===== config.mk =====
export PLATFORM = sky130hd
export DESIGN_NAME = xmodem_crc_receiver_top
export DESIGN_NICKNAME = d
export VERILOG_FILES = /design/src/design/xcrc_pkg.sv /design/src/design/xcrc_core.sv /design/src/design/xcrc_outbuf.sv /design/src/design/xmodem_crc_receiver_top.sv
export SDC_FILE = /design/constraint.sdc
export NUM_CORES = 1
export LEC_CHECK = 0
export BUFFER_PORTS_ARGS = -buffer_cell sky130_fd_sc_hd__buf_2
export CAP_MARGIN = 30
export CELL_PAD_IN_SITES_DETAIL_PLACEMENT = 0
export CELL_PAD_IN_SITES_GLOBAL_PLACEMENT = 1
export CORE_ASPECT_RATIO = 0.6
export CORE_MARGIN = 10
export CORE_UTILIZATION = 53
export DETAILED_ROUTE_END_ITERATION = 7
export GPL_ROUTABILITY_DRIVEN = 0
export PLACE_DENSITY = 0.95
export SYNTH_ARGS = -nofsm -noshare
export SYNTH_HDL_FRONTEND = slang
export SYNTH_SLANG_ARGS = --single-unit

===== constraint.sdc =====
create_clock -name clk -period 15.2 [get_ports clk]
set_clock_uncertainty 0.05 [all_clocks]
set_input_delay 3.8 -clock clk [delete_from_list [all_inputs] [get_ports clk]]
set_output_delay 3.8 -clock clk [all_outputs]
set_load 0.02 [all_outputs]

===== src/design/xcrc_pkg.sv =====
package xcrc_pkg;
    localparam int PAYLOAD_BYTES = 128;
    localparam int DRAIN_LIMIT   = 2048;
    localparam int MAX_RES       = 5;

    localparam logic [2:0] K_SEND    = 3'd0;
    localparam logic [2:0] K_DATA    = 3'd1;
    localparam logic [2:0] K_COMMIT  = 3'd2;
    localparam logic [2:0] K_DISCARD = 3'd3;
    localparam logic [2:0] K_END     = 3'd4;

    localparam logic [7:0] B_SOH = 8'd1;
    localparam logic [7:0] B_EOT = 8'd4;
    localparam logic [7:0] B_ACK = 8'd6;
    localparam logic [7:0] B_NAK = 8'd21;
    localparam logic [7:0] B_CAN = 8'd24;
    localparam logic [7:0] B_C   = 8'd67;
    localparam logic [7:0] B_CR  = 8'd13;
    localparam logic [7:0] B_LF  = 8'd10;

    localparam logic [2:0] S_OK      = 3'd0;
    localparam logic [2:0] S_TIMEOUT = 3'd1;
    localparam logic [2:0] S_CANCEL  = 3'd2;
    localparam logic [2:0] S_DISC    = 3'd3;
    localparam logic [2:0] S_CRC     = 3'd4;
    localparam logic [2:0] S_PROTO   = 3'd5;
    localparam logic [2:0] S_WRITE   = 3'd6;

    localparam logic [2:0] C_START = 3'd0;
    localparam logic [2:0] C_BYTE  = 3'd1;
    localparam logic [2:0] C_TICK  = 3'd2;
    localparam logic [2:0] C_CANCEL = 3'd3;
    localparam logic [2:0] C_LINK  = 3'd4;
    localparam logic [2:0] C_FAULT = 3'd5;

    localparam logic [2:0] R_FIRST_WAIT = 3'd0;
    localparam logic [2:0] R_BLOCK_WAIT = 3'd1;
    localparam logic [2:0] R_BYTE_WAIT  = 3'd2;
    localparam logic [2:0] R_QUIET      = 3'd3;
    localparam logic [2:0] R_RETRY      = 3'd4;
    localparam logic [2:0] R_STARTUP    = 3'd5;
    localparam logic [2:0] R_TAIL       = 3'd6;

    typedef struct packed {
        logic [2:0] kind;
        logic [7:0] data;
        logic [2:0] status;
    } res_t;

    typedef struct packed {
        logic [2:0]       n;
        res_t [0:MAX_RES-1] e;
        logic [31:0]      count;
    } rlist_t;

    function automatic rlist_t push(rlist_t l, logic [2:0] k, logic [7:0] d, logic [2:0] s);
        rlist_t r;
        r = l;
        if (r.n < 3'(MAX_RES))
        begin
            r.e[r.n] = '{kind: k, data: d, status: s};
            r.n = r.n + 3'd1;
        end
        return r;
    endfunction

    function automatic rlist_t push_fail(rlist_t l, logic [2:0] s);
        rlist_t r;
        r = push(l, K_SEND, B_CAN, S_OK);
        r = push(r, K_SEND, B_CAN, S_OK);
        r = push(r, K_SEND, B_CAN, S_OK);
        r = push(r, K_END, 8'd0, s);
        return r;
    endfunction

    function automatic logic [15:0] crc_step(logic [15:0] crc, logic [7:0] b);
        logic [15:0] c;
        c = crc ^ {b, 8'd0};
        for (int i = 0; i < 8; i++)
            c = {c[14:0], 1'b0} ^ (c[15] ? 16'h1021 : 16'h0000);
        return c;
    endfunction
endpackage


===== src/design/xcrc_core.sv =====
module xcrc_core (
    input  logic              clk,
    input  logic              rst_n,
    input  logic              acc,
    input  logic [2:0]        cmd,
    input  logic [7:0]        rx_byte,
    input  logic              cfg_we,
    input  logic [2:0]        cfg_index,
    input  logic [15:0]       cfg_data,
    output xcrc_pkg::rlist_t  res
);
    import xcrc_pkg::*;

    typedef enum logic [4:0] {
        PH_IDLE   = 5'b00001,
        PH_WAIT   = 5'b00010,
        PH_PACKET = 5'b00100,
        PH_DRAIN  = 5'b01000,
        PH_TAIL   = 5'b10000
    } phase_t;

    logic [15:0] first_wait_reg, block_wait_reg, byte_wait_reg, quiet_reg;
    logic [3:0]  retry_reg, tail_polls_reg;
    logic [5:0]  startup_lim_reg;

    phase_t      phase_reg, phase_next;
    logic [7:0]  eseq_reg, eseq_next, pidx_reg, pidx_next, sb_reg, sb_next, scb_reg, scb_next;
    logic [31:0] cnt_reg, cnt_next;
    logic [3:0]  err_reg, err_next, tail_reg, tail_next;
    logic [5:0]  sc_reg, sc_next;
    logic        started_reg, started_next, dh_reg, dh_next;
    logic [2:0]  le_reg, le_next;
    logic [15:0] crc_reg, crc_next, crcr_reg, crcr_next, tk_reg, tk_next, tk_inc;
    logic [11:0] dc_reg, dc_next;
    rlist_t      l;
    logic        err_path, err_hdr;

    always_ff @(posedge clk or negedge rst_n)
    begin
        if (!rst_n)
        begin
            first_wait_reg  <= 16'd2000;
            block_wait_reg  <= 16'd3000;
            byte_wait_reg   <= 16'd1000;
            quiet_reg       <= 16'd100;
            retry_reg       <= 4'd10;
            startup_lim_reg <= 6'd30;
            tail_polls_reg  <= 4'd10;
        end
        else if (cfg_we)
        begin
            case (cfg_index)
                R_FIRST_WAIT: first_wait_reg  <= cfg_data;
                R_BLOCK_WAIT: block_wait_reg  <= cfg_data;
                R_BYTE_WAIT:  byte_wait_reg   <= cfg_data;
                R_QUIET:      quiet_reg       <= cfg_data;
                R_RETRY:      retry_reg       <= cfg_data[3:0];
                R_STARTUP:    startup_lim_reg <= cfg_data[5:0];
                R_TAIL:       tail_polls_reg  <= cfg_data[3:0];
                default: ;
            endcase
        end
    end

    assign tk_inc = (tk_reg == 16'hFFFF) ? tk_reg : tk_reg + 16'd1;

    always_comb
    begin
        phase_next = phase_reg; eseq_next = eseq_reg; cnt_next = cnt_reg;
        err_next = err_reg; sc_next = sc_reg; started_next = started_reg;
        dh_next = dh_reg; le_next = le_reg; pidx_next = pidx_reg; sb_next = sb_reg;
        scb_next = scb_reg; crc_next = crc_reg; crcr_next = crcr_reg; tk_next = tk_reg;
        dc_next = dc_reg; tail_next = tail_reg;
        l = '0;
        err_path = 1'b0;
        err_hdr = 1'b0;
        if (cmd <= C_FAULT)
        begin
            if (phase_reg == PH_IDLE)
            begin
                if (cmd == C_START)
                begin
                    eseq_next = 8'd1; cnt_next = '0; err_next = '0; sc_next = '0;
                    started_next = 1'b0; le_next = S_TIMEOUT; dh_next = 1'b0;
                    phase_next = PH_WAIT; tk_next = '0;
                    l = push(l, K_SEND, B_C, S_OK);
                end
            end
            else if (cmd == C_START)
            begin
                // ignore start while running
            end
            else if (phase_reg == PH_TAIL)
            begin
                if (cmd == C_BYTE)
                begin
                    tk_next = '0;
                    if (rx_byte == B_EOT)
                        l = push(l, K_SEND, B_ACK, S_OK);
                    tail_next = (tail_reg == 4'hF) ? tail_reg : tail_reg + 4'd1;
                    if (tail_next >= tail_polls_reg)
                    begin
                        l = push(l, K_END, 8'd0, S_OK);
                        phase_next = PH_IDLE;
                    end
                end
                else if (cmd == C_TICK)
                begin
                    tk_next = tk_inc;
                    if (tk_inc >= block_wait_reg)
                    begin
                        l = push(l, K_END, 8'd0, S_OK);
                        phase_next = PH_IDLE;
                    end
                end
                else if (cmd == C_CANCEL || cmd == C_LINK)
                begin
                    l = push(l, K_END, 8'd0, S_OK);
                    phase_next = PH_IDLE;
                end
            end
            else if (cmd >= C_CANCEL)
            begin
                if (phase_reg == PH_PACKET)
                    l = push(l, K_DISCARD, 8'd0, S_OK);
                l = push_fail(l, (cmd == C_CANCEL) ? S_CANCEL :
                                 (cmd == C_LINK) ? S_DISC : S_WRITE);
                phase_next = PH_IDLE;
            end
            else if (phase_reg == PH_WAIT)
            begin
                if (cmd == C_BYTE)
                begin
                    tk_next = '0;
                    if (rx_byte == B_CAN)
                    begin
                        l = push_fail(l, S_CANCEL);
                        phase_next = PH_IDLE;
                    end
                    else if (rx_byte == B_EOT)
                    begin
                        l = push(l, K_SEND, B_ACK, S_OK);
                        phase_next = PH_TAIL;
                        tail_next = '0;
                        if (tail_polls_reg == 4'd0)
                        begin
                            l = push(l, K_END, 8'd0, S_OK);
                            phase_next = PH_IDLE;
                        end
                    end
                    else if (rx_byte == B_SOH)
                    begin
                        phase_next = PH_PACKET;
                        pidx_next = '0; crc_next = '0; crcr_next = '0;
                    end
                    else if (!started_reg && (rx_byte == B_CR || rx_byte == B_LF) &&
                             sc_reg < startup_lim_reg)
                    begin
                        sc_next = (sc_reg == 6'h3F) ? sc_reg : sc_reg + 6'd1;
                    end
                    else
                    begin
                        if (!started_reg && (rx_byte == B_CR || rx_byte == B_LF))
                            sc_next = (sc_reg == 6'h3F) ? sc_reg : sc_reg + 6'd1;
                        le_next = S_PROTO;
                        phase_next = PH_DRAIN; tk_next = '0; dc_next = '0; dh_next = 1'b0;
                    end
                end
                else
                begin
                    tk_next = tk_inc;
                    if (tk_inc >= (started_reg ? block_wait_reg : first_wait_reg))
                    begin
                        le_next = S_TIMEOUT;
                        if (!started_reg)
                        begin
                            sc_next = (sc_reg == 6'h3F) ? sc_reg : sc_reg + 6'd1;
                            if (sc_next >= startup_lim_reg)
                            begin
                                l = push_fail(l, S_TIMEOUT);
                                phase_next = PH_IDLE;
                            end
                            else
                            begin
                                l = push(l, K_SEND, B_C, S_OK);
                                phase_next = PH_WAIT; tk_next = '0;
                            end
                        end
                        else
                        begin
                            err_next = (err_reg == 4'hF) ? err_reg : err_reg + 4'd1;
                            if (err_next >= retry_reg)
                            begin
                                l = push_fail(l, S_TIMEOUT);
                                phase_next = PH_IDLE;
                            end
                            else
                            begin
                                l = push(l, K_SEND, B_NAK, S_OK);
                                phase_next = PH_WAIT; tk_next = '0;
                            end
                        end
                    end
                end
            end
            else if (phase_reg == PH_PACKET)
            begin
                if (cmd == C_BYTE)
                begin
                    tk_next = '0;
                    if (pidx_reg == 8'd0)
                        sb_next = rx_byte;
                    else if (pidx_reg == 8'd1)
                        scb_next = rx_byte;
                    else if (pidx_reg < 8'(2 + PAYLOAD_BYTES))
                    begin
                        l = push(l, K_DATA, rx_byte, S_OK);
                        crc_next = crc_step(crc_reg, rx_byte);
                    end
                    else if (pidx_reg == 8'(2 + PAYLOAD_BYTES))
                        crcr_next = {rx_byte, 8'd0};
                    else
                        crcr_next = crcr_reg | {8'd0, rx_byte};
                    pidx_next = pidx_reg + 8'd1;
                    if (pidx_reg >= 8'(3 + PAYLOAD_BYTES))
                    begin
                        if ((sb_next ^ scb_next) != 8'hFF)
                        begin
                            l = push(l, K_DISCARD, 8'd0, S_OK);
                            le_next = S_PROTO;
                            err_path = 1'b1; err_hdr = 1'b1;
                        end
                        else if (crc_next != crcr_next)
                        begin
                            l = push(l, K_DISCARD, 8'd0, S_OK);
                            le_next = S_CRC;
                            err_path = 1'b1; err_hdr = 1'b1;
                        end
                        else if (sb_next == eseq_reg)
                        begin
                            cnt_next = cnt_reg + 32'(PAYLOAD_BYTES);
                            eseq_next = eseq_reg + 8'd1;
                            started_next = 1'b1;
                            err_next = '0;
                            l = push(l, K_COMMIT, 8'd0, S_OK);
                            l = push(l, K_SEND, B_ACK, S_OK);
                            phase_next = PH_WAIT; tk_next = '0;
                        end
                        else if (started_reg && sb_next == eseq_reg - 8'd1)
                        begin
                            l = push(l, K_DISCARD, 8'd0, S_OK);
                            err_next = (err_reg == 4'hF) ? err_reg : err_reg + 4'd1;
                            if (err_next >= retry_reg)
                            begin
                                l = push_fail(l, S_PROTO);
                                phase_next = PH_IDLE;
                            end
                            else
                            begin
                                l = push(l, K_SEND, B_ACK, S_OK);
                                phase_next = PH_WAIT; tk_next = '0;
                            end
                        end
                        else
                        begin
                            l = push(l, K_DISCARD, 8'd0, S_OK);
                            l = push_fail(l, S_PROTO);
                            phase_next = PH_IDLE;
                        end
                    end
                end
                else
                begin
                    tk_next = tk_inc;
                    if (tk_inc >= byte_wait_reg)
                    begin
                        l = push(l, K_DISCARD, 8'd0, S_OK);
                        le_next = S_TIMEOUT;
                        phase_next = PH_DRAIN; tk_next = '0; dc_next = '0; dh_next = 1'b1;
                    end
                end
            end
            else if (phase_reg == PH_DRAIN)
            begin
                err_hdr = dh_reg;
                if (cmd == C_BYTE)
                begin
                    tk_next = '0;
                    if ({1'b0, dc_reg} + 13'd1 >= 13'(DRAIN_LIMIT))
                        err_path = 1'b1;
                    else
                        dc_next = dc_reg + 12'd1;
                end
                else
                begin
                    tk_next = tk_inc;
                    if (tk_inc >= quiet_reg)
                        err_path = 1'b1;
                end
            end
            else
            begin
                phase_next = PH_IDLE;
            end

            // shared retry handling after a bad packet or a finished drain
            if (err_path)
            begin
                err_next = (err_reg == 4'hF) ? err_reg : err_reg + 4'd1;
                if (err_next >= retry_reg)
                begin
                    l = push_fail(l, le_next);
                    phase_next = PH_IDLE;
                end
                else
                begin
                    l = push(l, K_SEND, (started_reg || err_hdr) ? B_NAK : B_C, S_OK);
                    phase_next = PH_WAIT; tk_next = '0;
                end
            end
        end
        l.count = cnt_next;
    end

    assign res = l;

    always_ff @(posedge clk or negedge rst_n)
    begin
        if (!rst_n)
        begin
            phase_reg <= PH_IDLE; eseq_reg <= 8'd1; cnt_reg <= '0; err_reg <= '0;
            sc_reg <= '0; started_reg <= 1'b0; dh_reg <= 1'b0; le_reg <= S_TIMEOUT;
            pidx_reg <= '0; sb_reg <= '0; scb_reg <= '0; crc_reg <= '0; crcr_reg <= '0;
            tk_reg <= '0; dc_reg <= '0; tail_reg <= '0;
        end
        else if (acc)
        begin
            phase_reg <= phase_next; eseq_reg <= eseq_next; cnt_reg <= cnt_next;
            err_reg <= err_next; sc_reg <= sc_next; started_reg <= started_next;
            dh_reg <= dh_next; le_reg <= le_next; pidx_reg <= pidx_next; sb_reg <= sb_next;
            scb_reg <= scb_next; crc_reg <= crc_next; crcr_reg <= crcr_next;
            tk_reg <= tk_next; dc_reg <= dc_next; tail_reg <= tail_next;
        end
    end
endmodule


===== src/design/xcrc_outbuf.sv =====
module xcrc_outbuf (
    input  logic             clk,
    input  logic             rst_n,
    input  logic             acc,
    input  xcrc_pkg::rlist_t res,
    output logic             room,
    output logic             out_valid,
    input  logic             out_ready,
    output logic [2:0]       out_kind,
    output logic [7:0]       out_byte,
    output logic [2:0]       status,
    output logic [31:0]      byte_count,
    output logic             last
);
    import xcrc_pkg::*;

    res_t [0:MAX_RES-1] ent_reg;
    logic [31:0]        count_reg;
    logic [2:0]         n_reg, idx_reg;
    logic               fin;

    assign out_valid  = (n_reg != 3'd0);
    assign last       = (idx_reg == n_reg - 3'd1);
    assign fin        = out_valid && out_ready && last;
    assign room       = !out_valid || fin;
    assign out_kind   = ent_reg[idx_reg].kind;
    assign out_byte   = ent_reg[idx_reg].data;
    assign status     = ent_reg[idx_reg].status;
    assign byte_count = count_reg;

    always_ff @(posedge clk or negedge rst_n)
    begin
        if (!rst_n)
        begin
            n_reg   <= '0;
            idx_reg <= '0;
        end
        else if (acc)
        begin
            n_reg   <= res.n;
            idx_reg <= '0;
        end
        else if (fin)
        begin
            n_reg   <= '0;
            idx_reg <= '0;
        end
        else if (out_valid && out_ready)
        begin
            idx_reg <= idx_reg + 3'd1;
        end
    end

    // payload holds, no reset
    always_ff @(posedge clk)
    begin
        if (acc)
        begin
            ent_reg   <= res.e;
            count_reg <= res.count;
        end
    end
endmodule


===== src/design/xmodem_crc_receiver_top.sv =====
// XMODEM-CRC receiver: one event item accepted per cycle while the result buffer is free.
// Results of an item appear in the cycle after it is accepted.
// An item producing k results (0..5) holds the output until all k have been taken;
//   the next item is taken in the cycle the final result leaves.
// Reset (rst_n low, asynchronous): idle phase, registers to their defaults, buffer empty.
module xmodem_crc_receiver_top (
    input  logic        clk,
    input  logic        rst_n,
    input  logic        in_valid,
    output logic        in_ready,
    input  logic [2:0]  cmd,
    input  logic [7:0]  rx_byte,
    output logic        out_valid,
    input  logic        out_ready,
    output logic [2:0]  out_kind,
    output logic [7:0]  out_byte,
    output logic [2:0]  status,
    output logic [31:0] byte_count,
    output logic        last,
    input  logic        cfg_we,
    input  logic [2:0]  cfg_index,
    input  logic [15:0] cfg_data
);
    import xcrc_pkg::*;

    rlist_t res;
    logic   room, acc;

    assign in_ready = room;
    assign acc      = in_valid && room;

    xcrc_core u_core (
        .clk(clk), .rst_n(rst_n), .acc(acc), .cmd(cmd), .rx_byte(rx_byte),
        .cfg_we(cfg_we), .cfg_index(cfg_index), .cfg_data(cfg_data), .res(res)
    );

    xcrc_outbuf u_buf (
        .clk(clk), .rst_n(rst_n), .acc(acc), .res(res), .room(room),
        .out_valid(out_valid), .out_ready(out_ready), .out_kind(out_kind),
        .out_byte(out_byte), .status(status), .byte_count(byte_count), .last(last)
    );
endmodule


==> results.ini <==
[outcome]
status=complete, but fails checks
failed_checks=DRC

[power_and_ir_drop]
irDropWorstVdd_uv=87.2
powerDensity_mw_per_mm2=132
leakage_nw=10.1

[sta]
setup_viol=0
period_minus_slack_ns=10.59
slew_headroom_pct=27.1
finalHoldViolations=0
clock.fmax_mhz=94.4
drv_slew=0
final.setup.tns_ns=0
finalCritPeriodShare_pct=69.7
worstMarginPinSlew_ns=1.09
rsz0062_at_grt=no

[clocking]
cts_setup_buffers=0
ctsHoldBuffers=0
htreeDepth=1
post_cts_resized=0
clk_latency_ns=0.59
cts.clk_slew.worst_paths_ns=0.08
cts_tree=yes
clk_path_buf_depth=3
ctsRootBufferMaster=clkbuf_16
numCtsBuffers=31
cts_sinks=318

[worst_setup_path]
critical_path_class=in2reg
rrSetupSlack_ns=6.48
cp-start-kind=input port
arrival_ns=10.88
reg2reg_to=u_buf.ent_reg[68]
cp-end-kind=register
r2r-start=u_core.pidx_reg[1]
r2r_cells=25
cp.required_ns=15.49
path_max_fanout=11

[placement]
place.detailed.hpwl_um=43800
io_buffers=83
dpl_cell_area_mm2=0.0217

[worst_hold_path]
min_delay_worst_endpoint=u_core.le_reg[1]
holdPathStages=1
hp-start=u_core.le_reg[1]
hp-class=reg2reg

[floorplanning]
ios=84
design.core.area_mm2=0.0388
die_w_um=275
die_h_um=173
initial_utilization_pct=53.4
rows=56
die-area_mm2=0.0477

[synth]
synth-simple-area-share_pct=17.5
synth_cell_type_count=98
ys_warn_count=0
ys_seq_elements=318
synth_top_family_by_area=compound AO/OA/AOI/OAI gates
synth-main-ff-cell=dfrtp_1
async_flop_share_pct=73.0
synthAdderAreaFrac_pct=6.80
synth_seq_area_share_pct=40.7
syn_area_mm2=0.0207
synth_xor_area_share_pct=3.41
synth_edf_count=86
synth.avg_cell_area_um2=9.21
synthMuxAreaShare_pct=7.45
synth_cells=2252
synth_compound_area_share_pct=19.9

[drt]
routed_wl_um=60800
wl_per_cell_um=21.4
drt_iter0_markers=2653
route.detailed.drc=2
first_pass_iters=8
drt-vias-per-instance=6.40
via_count=18208
postRouteAntennaNets=0

[cells_and_area]
drive_gt1_share_pct=14.7
largest_reg_flops=54
layout_common_cells=254 x nand2_1, 215 x o21ai_0, 199 x dfrtp_1
final_nets=2444
design_area_mm2=0.0229
n_antenna_cell=0
final_common_cell=nand2_1
synthToLayoutAreaGrowth_pct=10.3
nFillCells=3350

[global_routing]
grt_max_degree=106
grt-busiest-layer=met1
gr-total-overflow=0
antenna_found_initial=1
grt_pass1_vias=16998
use_met1_pct=38.1
grt_util_met2_pct=34.0
grt_usage_pct=24.7
grt_pass1_wl_um=96300
met3_usage_pct=6.60

[flow_run]
drv_cap=0

## cell families (layout without fill, tap and decap cells)
| kind of cell | Yosys count | in the layout |
|---|---|---|
| simple gates | 744 | 744 |
| xor+xnor | 75 | 75 |
| mux | 129 | 129 |
| flops | 318 | 318 |
| buf+inv | 229 | 297 |
| fa+ha+maj | 112 | 112 |
| other cells | 1 | 2 |
| compound gates | 644 | 644 |
## Yosys cell counts, types with 7 or more instances
master,number,area (um2)
o22ai_1,24,150
a22o_1,27,236
dfrtp_1,199,4980
or3_1,12,75.1
a21oi_1,119,596
nor3b_1,8,60.1
a32o_1,7,70.1
o21ai_0,216,1080
nand2b_1,31,194
o21a_1,12,90.1
a222oi_1,11,110
ha_1,111,1390
and2_1,26,163
mux2i_1,39,390
nor2b_1,31,194
o211ai_1,12,90.1
a31o_2,7,61.3
a22oi_1,9,67.6
xnor2_1,43,377
clkbuf_1,101,379
buf_2,7,35.0
nor2_1,160,601
dfstp_2,33,867
mux4_2,10,225
o31ai_1,35,263
nand3b_1,7,52.6
a211oi_1,17,128
and3_1,35,219
nand3_1,76,380
edfxtp_1,86,2580
a221oi_1,9,78.8
nand2_1,254,953
inv_1,110,413
nand4_1,24,150
xor2_1,28,245
mux2_2,76,856
nor3_1,38,190
a31oi_1,29,181
or2_2,9,56.3
a21o_1,43,323
## where the power goes
part	leakage [nW]	total (mW)	switching, mW	internal [mW]
Combinational	5.69	1.08	0.691	0.386
Sequential	3.84	1.11	0.0818	1.03
Clock	0.529	0.818	0.353	0.465
## layer usage
layer  vias up  part of all wire (%)
li1       8311                     -
met2      1004                    41
met1      8778                    45
met5         -                 0.015
met4         2                   1.8
met3       113                    12
## layout make-up
type                    count  area (um2)  area share (%)
inverters                 114         433            1.89
multi-input cells        1706       11500            50.1
repair buffers            126         815            3.56
well taps                 522         653            2.86
clock buffers              44         937            4.10
clock inverters            13         139           0.608
flip-flops and latches    318        8430            36.9
## worst max-delay path by stage
stage                     from                end  slack, ns  cells past startpoint
floorplan           rx_byte[4]  u_buf.ent_reg[67]       5.26                     28
global placement    rx_byte[5]  u_buf.ent_reg[67]       4.52                     25
detailed placement  rx_byte[5]  u_buf.ent_reg[68]       4.25                     24
CTS                 rx_byte[5]  u_buf.ent_reg[68]       4.85                     24
global route        rx_byte[5]  u_buf.ent_reg[68]       4.12                     24
finish              rx_byte[5]  u_buf.ent_reg[68]       4.61                     24
## worst max-delay path: stages
cell	delay, ns
buf_2	0.21
xnor2_1	0.48
xor3_1	0.54
o22ai_1	0.16
a221o_1	0.21
o21ai_0	0.10
or4_4	0.53
nand4bb_4	0.29
nor2_1	0.13
a21oi_1	0.06
o21ai_0	0.72
inv_1	0.28
ha_1	0.36
a311o_1	0.39
mux2i_1	0.24
a21o_1	0.27
fa_1	0.51
nor2_1	0.19
a31oi_1	0.13
nand2b_1	0.16
mux2i_1	0.51
or2_2	0.24
o221ai_2	0.11
and4_1	0.24
## metrics by stage
stage / power, mW / hold WS [ns] / worst slack, ns / std cells / util, %
3_3_place_gp: 2.11 / 0.413 / 4.52 / 2777 / 55.8
3_5_place_dp: 2.16 / 0.416 / 4.25 / 2784 / 56.0
5_1_grt: 3.16 / 0.460 / 4.12 / 2843 / 58.9
4_1_cts: 2.98 / 0.434 / 4.85 / 2841 / 58.7
2_1_floorplan: 1.84 / 0.390 / 5.26 / 2253 / -
6_report: 3.01 / 0.439 / 4.61 / 2843 / 58.9
No activity file was read; power rests on OpenSTA's default activity.
